<file path="config.mk">
export PLATFORM = sky130hd
export DESIGN_NAME = servo_slew_rate_positioner
export DESIGN_NICKNAME = d
export VERILOG_FILES = /design/src/rtl/ssrp_pkg.sv /design/src/rtl/ssrp_div.sv /design/src/rtl/servo_slew_rate_positioner.sv
export SDC_FILE = /design/constraint.sdc
export NUM_CORES = 1
export LEC_CHECK = 0
export ABC_AREA = 1
export BUFFER_PORTS_ARGS = -buffer_cell sky130_fd_sc_hd__buf_2
export CAP_MARGIN = 20
export CORE_UTILIZATION = 50
export CTS_CLUSTER_DIAMETER = 50
export CTS_CLUSTER_SIZE = 16
export DETAILED_ROUTE_END_ITERATION = 6
export MAX_ROUTING_LAYER = met4
export PLACE_DENSITY = 0.7
export REMOVE_ABC_BUFFERS = 1
export SLEW_MARGIN = 5
export SYNTH_ARGS = -nofsm -noshare
export SYNTH_HDL_FRONTEND = slang
export SYNTH_HIERARCHICAL = 1
export SYNTH_SLANG_ARGS = --single-unit
</file>
<file path="constraint.sdc">
create_clock -name clk -period 3.6 [get_ports clk]
set_input_delay 1.08 -clock clk [delete_from_list [all_inputs] [get_ports clk]]
set_output_delay 1.08 -clock clk [all_outputs]
set_load 0.1 [all_outputs]
</file>
<file path="src/rtl/ssrp_pkg.sv">
// Shared types and constants for the servo slew-rate positioner.
`timescale 1ns / 1ps

package ssrp_pkg;

	// Field widths
	localparam int ANGLE_W = 8;
	localparam int SPEED_W = 12;
	localparam int CMD_W   = 2;

	// Parameter defaults
	localparam int INTERVAL_BITS_DEF   = 12;
	localparam int SPEED_FRAC_BITS_DEF = 4;

	// Physical constants behind the step interval
	localparam int MS_PER_S    = 1000;
	localparam int S_PER_MIN   = 60;
	localparam int DEG_PER_REV = 360;
	localparam int SPEED_MUL   = DEG_PER_REV / S_PER_MIN;

	// Register file
	localparam int ADDR_W    = 4;
	localparam int REG_IDX_W = 2;
	localparam int DATA_W    = 32;

	localparam logic [REG_IDX_W-1:0] REG_POS_MIN  = 2'd0;
	localparam logic [REG_IDX_W-1:0] REG_POS_MAX  = 2'd1;
	localparam logic [REG_IDX_W-1:0] REG_POS_INIT = 2'd2;

	localparam logic [ANGLE_W-1:0] POS_MIN_RST  = 8'd0;
	localparam logic [ANGLE_W-1:0] POS_MAX_RST  = 8'd180;
	localparam logic [ANGLE_W-1:0] POS_INIT_RST = 8'd0;

	typedef enum logic [CMD_W-1:0] {
		CMD_TICK = 2'd0,
		CMD_JUMP = 2'd1,
		CMD_SLEW = 2'd2
	} cmd_t;

endpackage

</file>
<file path="src/rtl/ssrp_div.sv">
// Restoring divider, one quotient bit per cycle.
`timescale 1ns / 1ps

module ssrp_div #(
	parameter int NUM_W = 14,
	parameter int DEN_W = 15
) (
	input  logic             clk,
	input  logic             arst_n,
	input  logic             start,
	input  logic [NUM_W-1:0] dividend,
	input  logic [DEN_W-1:0] divisor,
	output logic             done,
	output logic [NUM_W-1:0] quotient
);

	localparam int CNT_W = $clog2(NUM_W + 1);

	logic [NUM_W-1:0] num_q;
	logic [DEN_W-1:0] rem_q;
	logic [DEN_W-1:0] den_q;
	logic [CNT_W-1:0] cnt_q;
	logic             done_q;

	logic [DEN_W:0]   part;
	logic             ge;
	logic [DEN_W:0]   diff;

	assign part = {rem_q, num_q[NUM_W-1]};
	assign ge   = (part >= {1'b0, den_q});
	assign diff = part - {1'b0, den_q};

	always_ff @(posedge clk or negedge arst_n) begin
		if (!arst_n) begin
			cnt_q  <= '0;
			done_q <= 1'b0;
		end else begin
			done_q <= 1'b0;
			if (start) begin
				cnt_q <= CNT_W'(NUM_W);
			end else if (cnt_q != '0) begin
				cnt_q <= cnt_q - 1'b1;
				if (cnt_q == CNT_W'(1))
					done_q <= 1'b1;
			end
		end
	end

	// datapath: remainder and shifting dividend/quotient
	always_ff @(posedge clk) begin
		if (start) begin
			num_q <= dividend;
			rem_q <= '0;
			den_q <= divisor;
		end else if (cnt_q != '0) begin
			num_q <= {num_q[NUM_W-2:0], ge};
			rem_q <= ge ? diff[DEN_W-1:0] : part[DEN_W-1:0];
		end
	end

	assign done     = done_q;
	assign quotient = num_q;

endmodule

</file>
<file path="src/rtl/servo_slew_rate_positioner.sv">
// Servo slew-rate positioner: keeps an angle and steps it toward a goal on 1 ms ticks.
// Tick, jump, unused commands and speed-zero slews: idle goes straight to the update state,
// which registers the result and holds while the result slot is full; then back to idle.
// Slew: idle, then the divider state, then the update state; the restoring divider gives
// one quotient bit a cycle. No new item is taken until the block is back in idle.
// Reset (arst_n low, asynchronous): registers to defaults, angle/goal = pos_init.
`timescale 1ns / 1ps

module servo_slew_rate_positioner #(
	parameter int INTERVAL_BITS   = ssrp_pkg::INTERVAL_BITS_DEF,
	parameter int SPEED_FRAC_BITS = ssrp_pkg::SPEED_FRAC_BITS_DEF
) (
	input  logic                              clk,
	input  logic                              arst_n,
	// APB-style register port
	input  logic                              psel,
	input  logic                              penable,
	input  logic                              pwrite,
	input  logic [ssrp_pkg::ADDR_W-1:0]       paddr,
	input  logic [ssrp_pkg::DATA_W-1:0]       pwdata,
	output logic [ssrp_pkg::DATA_W-1:0]       prdata,
	output logic                              pready,
	// command channel
	input  logic                              in_valid,
	output logic                              in_ready,
	input  logic [ssrp_pkg::CMD_W-1:0]        cmd,
	input  logic [ssrp_pkg::ANGLE_W-1:0]      target_angle,
	input  logic [ssrp_pkg::SPEED_W-1:0]      speed,
	// result channel
	output logic                              out_valid,
	input  logic                              out_ready,
	output logic [ssrp_pkg::ANGLE_W-1:0]      angle,
	output logic                              moving,
	output logic                              stepped
);

	localparam int AW    = ssrp_pkg::ANGLE_W;
	localparam int IB    = INTERVAL_BITS;
	// dividend is MS_PER_S scaled by the speed fraction, divisor is 6 * speed
	localparam int NUM_W = $clog2(ssrp_pkg::MS_PER_S + 1) + SPEED_FRAC_BITS;
	localparam int DEN_W = ssrp_pkg::SPEED_W + $clog2(ssrp_pkg::SPEED_MUL + 1);
	localparam int SAT_W = (NUM_W > IB) ? NUM_W : IB;
	localparam logic [NUM_W-1:0] DIVIDEND =
		NUM_W'(ssrp_pkg::MS_PER_S * (2 ** SPEED_FRAC_BITS));

	typedef enum logic [1:0] {
		ST_IDLE,
		ST_DIV,
		ST_FIN
	} state_t;

	state_t state_q;

	// configuration
	logic [AW-1:0] pos_min_q, pos_max_q, pos_init_q;

	// servo state
	logic [AW-1:0] cur_q, goal_q;
	logic          slewing_q, down_q;
	logic [IB-1:0] interval_q, elapsed_q;

	// held command
	ssrp_pkg::cmd_t              cmd_q;
	logic [AW-1:0]               target_q;
	logic [ssrp_pkg::SPEED_W-1:0] speed_q;

	// output register
	logic          out_valid_q, moving_q, stepped_q;
	logic [AW-1:0] angle_q;

	logic                       in_xfer, cfg_wr;
	logic [ssrp_pkg::REG_IDX_W-1:0] reg_idx;
	logic                       div_start, div_done;
	logic [DEN_W-1:0]           divisor;
	logic [NUM_W-1:0]           quot;

	// next-state terms for the update cycle
	logic [AW-1:0] tgt_c, cur_nxt, goal_nxt;
	logic          slew_nxt, down_nxt, stepped_nxt;
	logic [IB-1:0] el_inc, el_nxt, iv_nxt, quot_iv;
	logic [SAT_W-1:0] quot_ext;
	logic          out_free;

	assign in_xfer  = in_valid && in_ready;
	assign in_ready = (state_q == ST_IDLE);
	assign cfg_wr   = psel && penable && pwrite && pready;
	assign reg_idx  = paddr[ssrp_pkg::ADDR_W-1:ssrp_pkg::ADDR_W-ssrp_pkg::REG_IDX_W];
	assign pready   = 1'b1;
	assign out_free = !out_valid_q || out_ready;

	// slews with a non-zero speed go through the divider
	assign div_start = in_xfer && (cmd == ssrp_pkg::CMD_SLEW) && (speed != '0);
	assign divisor   = DEN_W'(speed) * DEN_W'(ssrp_pkg::SPEED_MUL);

	ssrp_div #(
		.NUM_W (NUM_W),
		.DEN_W (DEN_W)
	) u_div (
		.clk      (clk),
		.arst_n   (arst_n),
		.start    (div_start),
		.dividend (DIVIDEND),
		.divisor  (divisor),
		.done     (div_done),
		.quotient (quot)
	);

	// register read-back
	always_comb begin
		case (reg_idx)
			ssrp_pkg::REG_POS_MIN:  prdata = ssrp_pkg::DATA_W'(pos_min_q);
			ssrp_pkg::REG_POS_MAX:  prdata = ssrp_pkg::DATA_W'(pos_max_q);
			ssrp_pkg::REG_POS_INIT: prdata = ssrp_pkg::DATA_W'(pos_init_q);
			default:                prdata = '0;
		endcase
	end

	// clamp: floor test wins when the limits cross
	assign tgt_c = (target_q <= pos_min_q) ? pos_min_q :
	               (target_q >= pos_max_q) ? pos_max_q : target_q;

	// saturating quotient -> interval
	assign quot_ext = SAT_W'(quot);
	assign quot_iv  = (quot_ext > SAT_W'({IB{1'b1}})) ? {IB{1'b1}} : quot_ext[IB-1:0];

	assign el_inc = (elapsed_q == {IB{1'b1}}) ? elapsed_q : elapsed_q + 1'b1;

	always_comb begin
		cur_nxt     = cur_q;
		goal_nxt    = goal_q;
		slew_nxt    = slewing_q;
		down_nxt    = down_q;
		iv_nxt      = interval_q;
		el_nxt      = elapsed_q;
		stepped_nxt = 1'b0;
		case (cmd_q)
			ssrp_pkg::CMD_TICK: begin
				el_nxt = el_inc;
				if (slewing_q && (el_inc >= interval_q)) begin
					cur_nxt     = down_q ? cur_q - 1'b1 : cur_q + 1'b1;
					stepped_nxt = 1'b1;
					el_nxt      = '0;
					slew_nxt    = (cur_nxt != goal_q);
				end
			end
			ssrp_pkg::CMD_JUMP: begin
				stepped_nxt = (cur_q != tgt_c);
				cur_nxt     = tgt_c;
				goal_nxt    = tgt_c;
				slew_nxt    = 1'b0;
			end
			ssrp_pkg::CMD_SLEW: begin
				goal_nxt = tgt_c;
				down_nxt = (tgt_c < cur_q);
				iv_nxt   = (speed_q == '0) ? {IB{1'b1}} : quot_iv;
				slew_nxt = (tgt_c != cur_q);
			end
			default: ; // unused code: no change, no time passes
		endcase
	end

	// held command fields (payload, no reset)
	always_ff @(posedge clk) begin
		if (in_xfer) begin
			cmd_q    <= ssrp_pkg::cmd_t'(cmd);
			target_q <= target_angle;
			speed_q  <= speed;
		end
	end

	// sequencer, servo state, registers and result register
	always_ff @(posedge clk or negedge arst_n) begin
		if (!arst_n) begin
			state_q     <= ST_IDLE;
			pos_min_q   <= ssrp_pkg::POS_MIN_RST;
			pos_max_q   <= ssrp_pkg::POS_MAX_RST;
			pos_init_q  <= ssrp_pkg::POS_INIT_RST;
			cur_q       <= ssrp_pkg::POS_INIT_RST;
			goal_q      <= ssrp_pkg::POS_INIT_RST;
			slewing_q   <= 1'b0;
			down_q      <= 1'b0;
			interval_q  <= '0;
			elapsed_q   <= '0;
			out_valid_q <= 1'b0;
			angle_q     <= '0;
			moving_q    <= 1'b0;
			stepped_q   <= 1'b0;
		end else begin
			if (out_valid_q && out_ready)
				out_valid_q <= 1'b0;

			// register writes must arrive only while idle; the block itself does not enforce this
			if (cfg_wr) begin
				case (reg_idx)
					ssrp_pkg::REG_POS_MIN:  pos_min_q <= pwdata[AW-1:0];
					ssrp_pkg::REG_POS_MAX:  pos_max_q <= pwdata[AW-1:0];
					ssrp_pkg::REG_POS_INIT: begin
						pos_init_q <= pwdata[AW-1:0];
						cur_q      <= pwdata[AW-1:0];
						goal_q     <= pwdata[AW-1:0];
						slewing_q  <= 1'b0;
					end
					default: ;
				endcase
			end

			case (state_q)
				ST_IDLE: begin
					if (in_xfer)
						state_q <= div_start ? ST_DIV : ST_FIN;
				end
				ST_DIV: begin
					if (div_done)
						state_q <= ST_FIN;
				end
				ST_FIN: begin
					// commit only once the result slot can take the transfer
					if (out_free) begin
						cur_q       <= cur_nxt;
						goal_q      <= goal_nxt;
						slewing_q   <= slew_nxt;
						down_q      <= down_nxt;
						interval_q  <= iv_nxt;
						elapsed_q   <= el_nxt;
						angle_q     <= cur_nxt;
						moving_q    <= slew_nxt;
						stepped_q   <= stepped_nxt;
						out_valid_q <= 1'b1;
						state_q     <= ST_IDLE;
					end
				end
				default: state_q <= ST_IDLE;
			endcase
		end
	end

	assign out_valid = out_valid_q;
	assign angle     = angle_q;
	assign moving    = moving_q;
	assign stepped   = stepped_q;

endmodule

</file>
# After elaboration in Yosys (flattened, before gate mapping)
# Index checks and enable logic that the tools add are counted.
# word_totals
input_bits,65
wordCells,115
ff_bits,149
# op_classes
n_mux,41
reduce_logical,24
n_eq_ne,16
n_lt_le_gt_ge,6
n_mul,1
add_sub_neg,5
# op_table
op,count
two-way mux 8 bit,13
two-way mux 12 bit,4
inequality test 8 bit,3
one-hot mux 8 bit (3 select lines),1
greater-or-equal comparator 16 x 15 -> 1 bit,1
one-hot mux 8 bit (2 select lines),1
two-way mux 15 bit,1
subtractor 15 bit,1
"greater-than comparator 14 x 12 -> 1 bit, second input constant",1
"multiplier 12 x 2 -> 14 bit, second input constant",1
"adder 12 x 1 -> 12 bit, second input constant",1
"== test 12 bit, second input constant",1
greater-or-equal comparator 12 bit,1
zero test 12 bit,1
two-way mux 1 bit,12
nonzero test 12 bit,1
AND reduction 3 bit,3
"adder 8 x 1 -> 8 bit, second input constant",1
"== test 2 bit, second input constant",4
greater-or-equal comparator 8 bit,1
<= comparator 8 bit,1
less-than comparator 8 bit,1
two-way mux 2 bit,4
two-way mux 4 bit,2
18 further kinds,32

# Logic depth before layout (Yosys ltp)
# Gate-level depths: netlist of the first run.
# logic_depth
depth_word,8
mapped_depth,22
mapped_depth_nobuf,22

# Hierarchy
# The synthesis of the first run kept the hierarchy.
# by_module_without_submodules
mod,area_per_inst_um2,instances,cells_per_inst
servo_slew_rate_positioner,7003.0,1,888
ssrp_div,3060.4,1,410

# Worst setup path before layout of the first run
# Ideal clock, no wire load.
# synth_timing
path_kind,register to register
startpoint,reg state_q[1]
endpoint,reg u_div.cnt_q[1]
path_slack_ps,-347
setup_ps,87
path_stages_with_launch,12
synth_period_minus_slack_ps,3947
arrival_ps,3860
path_cell_list,dfrtp_1 > nor2_1 > inv_1 > nor4_1 > nand2_1 > inv_1 > buf_2 > clkinv_1 > nand2_1 > inv_1 > buf_2 > a22oi_1
# synth_between
elab_chain_cells,5
word_cells_on_any_way,6
classes_between,mux (1); reduce/logical (5)
# synth_lines
element,line,text
"start, declared",servo_slew_rate_positioner.sv:52,state_t state_q;
"start signal, assigned",servo_slew_rate_positioner.sv:210,state_q <= div_start ? ST_DIV : ST_FIN;
zero test 2 bit (*),servo_slew_rate_positioner.sv:85,assign in_ready = (state_q == ST_IDLE);
via in_ready,servo_slew_rate_positioner.sv:25,"output logic in_ready,"
logical AND 1 bit (*),servo_slew_rate_positioner.sv:84,assign in_xfer = in_valid && in_ready;
logical AND 1 bit (*) (2 in a row),servo_slew_rate_positioner.sv:92,assign div_start = in_xfer && (cmd == ssrp_pkg::CMD_SLEW) && (speed != '0);
via div_start,servo_slew_rate_positioner.sv:73,"logic div_start, div_done;"
two-way mux 4 bit / nonzero test 2 bit (equally long branches),--,
"end signal, assigned",ssrp_div.sv:40,cnt_q <= CNT_W'(NUM_W);
"end signal, assigned",ssrp_div.sv:42,cnt_q <= cnt_q - 1'b1;
"end, declared",ssrp_div.sv:22,logic [CNT_W-1:0] cnt_q;
# Mark *: on every way through the listed nets, which the timed path passes. The rest lies on a longest branch.
# A chain may end at the register's enable or synchronous reset.

# Worst setup path after layout of the first run
# layout_timing
startpoint,reg elapsed_q[0]
endpoint,"reg angle_q[0], in the netlist angle[0]"
# layout_between
elab_chain_cells,6
word_cells_on_any_way,7
classes_between,add/sub (1); order compare (1); eq/ne (1); mux (3); reduce/logical (1)
# layout_lines
element,line,text
"start, declared",servo_slew_rate_positioner.sv:60,"logic [IB-1:0] interval_q, elapsed_q;"
"start signal, assigned",servo_slew_rate_positioner.sv:224,elapsed_q <= el_nxt;
adder 12 x 1 -> 12 bit / == test 12 bit (equally long branches),servo_slew_rate_positioner.sv:126,assign el_inc = (elapsed_q == {IB{1'b1}}) ? elapsed_q : elapsed_q + 1'b1;
two-way mux 12 bit (*),servo_slew_rate_positioner.sv:126,
greater-or-equal comparator 12 bit (*),servo_slew_rate_positioner.sv:139,if (slewing_q && (el_inc >= interval_q)) begin
logical AND 1 bit (*),servo_slew_rate_positioner.sv:139,
two-way mux 8 bit (*),servo_slew_rate_positioner.sv:139,
one-hot mux 8 bit (2 select lines) (*),servo_slew_rate_positioner.sv:136,case (cmd_q)
"end signal, assigned",servo_slew_rate_positioner.sv:225,angle_q <= cur_nxt;
"end, declared",servo_slew_rate_positioner.sv:69,logic [AW-1:0] angle_q;
# Every way passes the cells marked *; elsewhere a longest branch is shown, timed or not.

==> results of run 1 <==
==> state kept, by name, summed over array words and instances (netlist names), 12 cells and up <==
register	count
u_div/rem_q	15
u_div/quotient	14
u_div/den_q	15
interval_q	12
elapsed_q	12
speed_q	12
==> worst min-delay path, cell delays in order, from the launching register on <==
cell and delay [ps]:
dfxtp_1 320, nand2_1 60, nand2_1 40
==> cells by family (layout without fill, tap and decap cells) <==
| family | Yosys count | after routing | synth area share, % |
|---|---|---|---|
| muxes | 1 | 1 | 0.1119 |
| adders and majority gates | 86 | 86 | 10.92 |
| buffers and inverters | 262 | 323 | 11.10 |
| and+or+nand+nor | 585 | 585 | 25.66 |
| other | 2 | 41 | 0.07463 |
| DFF | 150 | 150 | 39.14 |
| AOI/OAI and AO/OA | 183 | 183 | 10.33 |
| xor gates and xnor gates | 29 | 29 | 2.661 |
==> cells in the mapped netlist, types with 3 or more instances <==
| cell | count | share of area [%] |
|---|---|---|
| a211oi_1 | 3 | 0.22 |
| a21oi_1 | 68 | 3.4 |
| a31oi_1 | 3 | 0.19 |
| and2_1 | 4 | 0.25 |
| buf_2 | 11 | 0.55 |
| buf_4 | 27 | 2.0 |
| clkbuf_1 | 9 | 0.34 |
| dfrtp_1 | 80 | 20 |
| dfstp_2 | 4 | 1.0 |
| dfxtp_1 | 15 | 3.0 |
| edfxtp_1 | 51 | 15 |
| fa_1 | 3 | 0.60 |
| ha_1 | 83 | 10 |
| inv_1 | 196 | 7.3 |
| inv_2 | 15 | 0.56 |
| nand2_1 | 349 | 13 |
| nand2_2 | 4 | 0.25 |
| nand3_1 | 86 | 4.3 |
| nand3_2 | 9 | 0.90 |
| nand3b_1 | 8 | 0.60 |
| nand4_1 | 17 | 1.1 |
| nor2_1 | 72 | 2.7 |
| nor2_2 | 6 | 0.37 |
| nor3_1 | 13 | 0.65 |
| nor3_4 | 3 | 0.48 |
| nor4_1 | 6 | 0.37 |
| o211ai_1 | 5 | 0.37 |
| o21ai_0 | 53 | 2.6 |
| o21ai_1 | 21 | 1.0 |
| o221ai_1 | 11 | 0.96 |
| o22ai_1 | 8 | 0.50 |
| xnor2_1 | 9 | 0.78 |
| xor2_1 | 19 | 1.7 |
==> worst min-delay path by stage <==
| stage | startpoint | to | cells past startpoint |
|---|---|---|---|
| 6_report | u_div/rem_q[13] | u_div/rem_q[13] | 2 |
| 5_1_grt | u_div/rem_q[13] | u_div/rem_q[13] | 2 |
| 4_1_cts | u_div/rem_q[13] | u_div/rem_q[13] | 2 |
| 3_5_place_dp | u_div/rem_q[5] | u_div/rem_q[5] | 2 |
| 3_3_place_gp | u_div/rem_q[6] | u_div/rem_q[6] | 2 |
| 2_1_floorplan | u_div/rem_q[5] | u_div/rem_q[5] | 2 |
==> per-layer routing <==
layer	part of all wire (%)	vias up
met1	47	3926
met3	5.1	34
li1	-	4341
met2	46	220
met4	1.9	0
met5	0	-
==> stage by stage <==
step / cell area (sq um) / instances / setup slack (ps)
6_report: 11380 / 1663 / 264.7
5_1_grt: 11380 / 1663 / 13.36
4_1_cts: 11360 / 1661 / 173.9
3_5_place_dp: 10790 / 1629 / 206.8
3_3_place_gp: 10790 / 1629 / 369.3
2_1_floorplan: 9888 / 1287 / -795.5
==> where the power goes <==
group	leakage [nW]	internal [W]	switching, W
sequential	1.60	0.00245	0.000433
clock	0.281	0.00101	0.000709
combinational	4.00	0.00173	0.00350
==> final cells by class <==
class | count | share of cell area (%)
repair buffers | 78 | 5.057
diodes | 1 | 0.02199
clock buffers | 22 | 4.178
multi-input cells | 924 | 45.36
clock inverters | 10 | 0.8355
inverters | 213 | 7.025
well taps | 265 | 2.913
flip-flops and latches | 150 | 34.61
==> what timing repair did <==
action / CTS / global route
setup endpoints to repair: 0 / 18
setup buffers: 0 / 1
gates resized for setup: 0 / 2
==> metrics list, run 1 <==
- Outcome: finished clean
- For the worst setup path, the data required time is 3900 ps.
- Startpoint of the worst setup timing path: elapsed_q[0]
- Number of buffer and inverter stages on the critical path: 3
- Logic depth of the worst setup path including buffers: 19
- After the last flow step, the layout net total stands at 1,535.
* Post-synth EDFFs: 51
- Routing usage on met2: 38.19%
- In the final layout, the share of cells above drive strength 1 is 11.52%.
- Post-synthesis area per instance: 7.753 sq um
* Period minus WS final: 3335 ps
- HPWL after detailed placement: 17,310 um
- Global-route layer with the greatest usage: met2
- Cells along the critical path: clkinv_1 > nor3_4 > nand3_2 > nor3_4 > nand3_2 > nor2_2 > xor2_1 > and2_1 > inv_1 > ha_1 > nand2_1 > nor2_1 > a211oi_2 > nand4_1 > buf_4 > nand3_1 > nand2_1 > o211ai_1 > nand3_1
- After floorplanning, the core was divided into 51 placement rows.
- Vias post-DR: 8,521
- Final Cycle Share: 92.65%
* Die H: 143.9 um
- Die width: 143.9 um
- Setup repair after global routing left no endpoint under its margin.
* Number of max-slew violations in the final report: 0
* Starting DRC count in detailed routing: 557
- Startpoint type of the worst setup path: flip-flop
- The endpoint identified for the worst register-to-register timing path is angle[0].
* Final Hold Fails: 0
- Clock-pin slew on the worst setup and hold paths: 60 ps
- Sequential cell area in the final layout: 3939 sq um
* Final core area utilization: 58.10%
- Prevailing post-synth register cell: dfrtp_1
- In this run the static leakage power is 5.880 nW.
- On the final layout, the worst hold slack is 472.7 ps.
- Detailed-route wire length per cell: 13.79 um
- The clock net in this run drives a total of 150 sinks.
- For the worst flop-to-flop path, the logic depth is 19.
- Final Setup Violations: 0
- Hold repair after CTS inserted 0 buffers.
- In this run the standard cell core region covers 19,590 sq um.
- After layout, the design draws a total of 0.009846 W.
* Share of the yosys chip area belonging to registers: 39.14%
- In this run the tool buffered the top-level ports with 58 buffer cells.
- Total wirelength of the detailed-routed design: 22,930 um
- TritonCTS built the clock tree.
- For flop-to-flop paths, the worst setup slack is 260 ps.
- In this design, the largest share of critical-path delay is due to simple AND/OR/NAND/NOR gates.
- Leading cell type in the layout, fill and taps excluded: nand2_1
- WP data arrival: 3630 ps
* Buffers from clock root to sink, at most: 2
- Most frequent cells in the layout: nand2_1 (349), inv_1 (196), nand3_1 (86)
- Overall track demand over capacity in global routing: 24.44%
- Drt pass-1 iters: 5
* Maximum clock frequency: 0.2998 GHz
- The total overflow left after global routing is 0.
- The slowest stage of the critical path is the dfrtp_1 cell.
- VDD IR max: 0.0004006 V
* Max incr delay on CP: 390 ps
- In the global route stage, met1 resource usage came out at 31.48%.
- The startpoint identified for the worst register-to-register timing path is elapsed_q[0].
- Slew @ Worst Pin: 894.2 ps
* Maximum net fanout on the critical path: 4
- Gp weighted congestion: 0.9188
- The synthesized netlist occupies a cell area of 10,060 sq um.
- TritonCTS buffer count: 17
- H-tree levels: 4
- Max-cap violations in this run came to 0.
- Counting distinct cell types in the post-synthesis netlist gives 55.
- The die covers 20,700 sq um.
- The worst pin sits at a relative slew slack of 40.17%.
- After detailed routing, the number of remaining DRC violations is 0.
- Initial antenna violation count: 1
- The critical path in this run is classified as flip-flop to flip-flop.
* Fillcell total: 1,823
- Root buffer cell: clkbuf_16
- Clock latency reported for the late side of the worst-skew pair: 430 ps
* Via count of the first global-routing pass: 8,057
* Timing endpoint of the critical path: angle[0]
- Hold crit path type: flip-flop to flip-flop
- Wire length of the first global-routing pass: 38,260 um
- Synthesis handed over a netlist of 1,298 instances.
- The worst setup path is captured at a flip-flop.
- Fraction of synthesis flops using an asynchronous set or reset pin: 56.00%
- Using the TritonRoute via totals, the vias-per-cell ratio works out to 5.124.
- Fraction of met3 tracks used by global routing: 4.865%
- P per Cell Area: 865.1 nW/um^2
* Detail Route Antenna Nets: 0
- During I/O placement, the number of pins put on the boundary was 110.
- Counting flops and latches in the post-synthesis netlist gives 150.
* Signed area change from the synthesized netlist to the final layout: 13.09%
- Synth warn: 6
* Post-route clock skew: 10.05 ps
- Initial cell density of the core: 51.37%
- In the final layout, the multi-input gates occupy 5162 sq um.
* Total Negative Setup Slacks: 0 ps
* Maximum number of pins on one net before global-route repair: 85
(Power assumes the default switching activity.)
==> run 2, diff against run 1 <==
Settings changed: ABC_AREA 1 to default.
==> run 2 against run 1 <==
Against the previous run: clock power about the same; global-route usage is 0.18 points lower; sequential share of layout area shrank 0.13 points; count of clock-buffer cells in the layout down 2; area after synthesis is 3.2% lower; non-clock buffer count up 35; flip-flop and latch count unchanged; first-iteration DRC count fell by 3.4%; register-to-register slack got worse by 150 ps; sequential power is essentially flat; worst setup slack worse by 150 ps; combinational power is 6.5% higher; critical endpoint is now moving; largest cell class unchanged.
==> metrics list, run 2 <==
- The post-layout net count was 1,260 (-18%).
* Via count of the first global-routing pass: 7,314 (-9.2%)
- The post-detailed-route DRC marker count is 0 (unchanged).
* Clock tree from TritonCTS: built
* Post-route clock skew: 7.609 ps (-2.441 ps)
- In the synthesized netlist the dominant register cell turns out to be dfrtp_1.
- Maximum number of pins on one net before global-route repair: 57 (-33%)
- Fraction of post-synthesis cell area in the top cell type by area: 20.55% (+0.66 points)
- Post-Syn Area: 9741 sq um (-3.2%)
* Period minus WS final: 3489 ps (+153.8 ps)
- The TritonCTS buffer count is 17 (unchanged).
- The global router's overall resource usage is 24.25% (-0.18 points).
- Library cells used by synthesis: 81 (+47%)
- The global-route congestion overflow total was 0 (unchanged).
- Share of total power in sequential cells: 28.5% (-0.8 points)
- The later-pin clock latency in the skew report came to 430 ps (about the same).
- The half-perimeter wire length after detailed placement is 16,590 um (-4.1%).
* Critical path data required time: 3910 ps (about the same)
* Wire length of the first global-routing pass: 36,890 um (-3.6%)
- Setup crit end kind: flip-flop
* Design internal power: 0.005627 W (+8.2%)
- Number of max-slew violations in the final report: 0 (unchanged)
- Leaving out fill and tap cells, the most frequent cell in the layout is nand2_1.
- The max capacitance violation total came to 0 (unchanged).
* Slew @ Worst Pin: 826.3 ps (-67.86 ps)
- VDD IR max: 0.0004651 V (+16%)
- Maximum net fanout on the critical path: 8 (+4)
- Die width: 141.6 um (-1.6%)
- The post-detailed-routing wire length came to 22,960 um (+0.15%).
- Static leakage: 5.103 nW (-13%)
- The achievable clock frequency came to 0.2866 GHz (-4.4%).
- Of all cell types, the one taking the most synthesized area is dfrtp_1.
* H-tree levels: 4 (unchanged)
* Fillcell total: 1,608 (-12%)
- After synthesis, the most frequently instantiated cells are nand2_1 (93), ha_1 (83), inv_1 (81).
- I/O pin count: 110 (unchanged)
* Count of input and output buffers: 58 (unchanged)
- The fraction of the cycle the final worst path needs was 96.92% (+4.3 points).
* Post-synth EDFFs: 51 (unchanged)
- The number of iterations in the first detailed-routing pass was 7 (+2).
- Total power of the final layout: 0.01017 W (+3.3%)
- Starting DRC count in detailed routing: 538 (-3.4%)
- The number of sinks on the clock net came to 150 (unchanged).
- The switching share of power is 44.67% (-2.5 points).
- The initial standard-cell utilization of the core was 51.56% (+0.19 points).
- The initial antenna violation count came to 0 (-1).
* Psw: 0.004542 W (-2.2%)
- The setup path with the least slack is of type flip-flop to flip-flop.
- Gp weighted congestion: 0.8893 (-3.2%)
* Final Setup Violations: 0 (unchanged)
* Synth Register Bits: 150 (unchanged)
- Detailed-route wire length per cell: 16.60 um (+20%)
- P per Cell Area: 890.2 nW/um^2 (+2.9%)
- The maximum clock insertion buffer count is 2 (unchanged).
* Die H: 141.6 um (-1.6%)
* Startpoint type of the worst setup path: flip-flop
- Cell Rows: 50 (-2.0%)
- The total number of vias came to 7,764 (-8.9%).
* Outcome: finished clean
- The full die area came to 20,040 sq um (-3.2%).
- The share of power burned in combinational logic was 54.8% (+1.6 points).
- Slew Limit Headroom: 44.73% (+4.6 points)
- Synth warn: 6 (unchanged)
- The average instance area after synthesis was 9.750 sq um (+26%).
- Part of the total power dissipated in the clock network: 16.6% (-0.9 points)
- The final number of hold-violating endpoints came to 0 (unchanged).
- Final Hold Slack: 457.7 ps (-15.00 ps)
* Clock-pin slew on the worst setup and hold paths: 60 ps (about the same)
- Signed area change from the synthesized netlist to the final layout: 17.28%
* Hold crit path type: flip-flop to flip-flop
- The final antenna-violating net count is 0 (unchanged).
- Share of cells above drive strength 1: 20.41% (+8.9 points)
- The tree is rooted in a clkbuf_16.
- Avg Vias per Cell: 5.614 (+9.6%)
* Cts-stage hold buffer count: 0 (unchanged)
- The sequential fraction of the synthesis area is 40.44% (+1.3 points).
- Most frequent cells in the layout: nand2_1 (90), ha_1 (81), inv_1 (80), dfrtp_1 (80), o21ai_0 (53)
* Dominant cell by count in the synthesized netlist: nand2_1
* WP data arrival: 3800 ps (+170 ps)
* Leading post-synthesis cells by cell area: dfrtp_1 (21%), edfxtp_1 (16%), ha_1 (11%)
* Fraction of synthesis flops using an asynchronous set or reset pin: 56.00% (unchanged)
* Post-synthesis cell count: 999 (-23%)
- The sum of negative setup slack came to 0 ps (unchanged).
- The placeable core region was 18,890 sq um (-3.6%).
-- run 2: cell count changes in the layout (fill, tap and decap cells not counted), sizes merged, moves of 11 or more --
cell,change
and2,+11
a21oi,-19
o21a,+12
mux2i,+17
buf,+35
nor2b,+12
nor2,-26
o22a,+19
nand2,-262
mux2,+24
inv,-132
xnor2,+16
nand3,-66
nand2b,+13
-- run 2: worst paths after layout --
check	from	to	slack, ps	depth (start not counted)
setup / recovery	pos_max_q[2]	moving	110	16
min in group asynchronous	arst_n	pos_init_q[2]	710	1
max in group asynchronous	arst_n	pos_init_q[0]	2170	2
hold / removal	u_div/done	state_q[0]	460	1
hold reg to reg	u_div/done	state_q[0]	460	1
setup reg to reg	pos_max_q[2]	moving	110	16
-- run 2: through the flow --
step / utilization, % / std cells / area (sq um) / setup slack [ps]
2_1_floorplan: - / 977 / 9502 / -967.2
3_3_place_gp: 56.17 / 1344 / 10610 / -234.4
3_5_place_dp: 56.17 / 1344 / 10610 / -354.9
4_1_cts: 59.44 / 1376 / 11230 / 24.32
5_1_grt: 60.45 / 1382 / 11420 / -16.98
6_report: 60.46 / 1383 / 11420 / 110.8
-- run 2: layout make-up --
type / instances / area [sq um] / area share, %
Tap cell: 260 / 325.3 / 2.848
Sequential cell: 150 / 3939 / 34.48
Multi-Input combinational cell: 746 / 5465 / 47.84
Antenna cell: 1 / 2.502 / 0.02191
Inverter: 81 / 304.0 / 2.662
Clock buffer: 20 / 446.7 / 3.910
Timing Repair Buffer: 113 / 834.6 / 7.306
Clock inverter: 12 / 106.4 / 0.9310
-- run 2: per-layer routing --
metal  part of all wire [%]  vias up  GRT usage [%]  wire [um]
met5                      0        -              -          0
met4                    2.3        0          8.942        518
met3                    5.2       35          4.286       1193
met2                     49      225          39.20      11180
met1                     44     3727          30.49      10060
li1                       -     3777              -          -
-- run 2: critical path: stages, from the launching register on --
cell	delay, ps
dfstp_2	540
inv_2	40
ha_4	260
nand2_2	50
o21ai_2	140
a41oi_2	160
a21bo_4	320
a221oi_4	320
a21oi_1	110
ha_1	340
nand4_1	110
or2_4	280
nand2_2	70
nand2_2	50
a211o_1	260
nor4_4	240
nor4_1	70
-- run 2: what timing repair did --
action	4_1_cts	5_1_grt
cloned	0	1
setup endpoints to repair	2	27
gates resized for setup	10	31
pin swaps	2	22
setup buffers	0	5
-- run 2: logic make-up (layout without fill, tap and decap cells) --
kind of cell             after synthesis  count (layout)  share of synthesized area (%)
AND/OR/NAND/NOR                      274             274                          13.62
AO/OA/AOI/OAI                        262             262                          19.10
flip-flops                           150             150                          40.44
buffers and inverters                141             226                          7.039
adder cells (fa/ha/maj)               86              86                          11.28
XOR/XNOR                              42              42                          3.776
multiplexers                          42              42                          4.676
other                                  2              41                        0.07710
-- run 2: power groups by stage --
stage          registers [W]  logic [W]  clock network [W]
6_report             0.00290    0.00558            0.00169
5_1_grt              0.00298    0.00608            0.00178
2_1_floorplan        0.00320    0.00355                  0
4_1_cts              0.00289    0.00536            0.00172
3_3_place_gp         0.00290    0.00514                  0
3_5_place_dp         0.00291    0.00524                  0
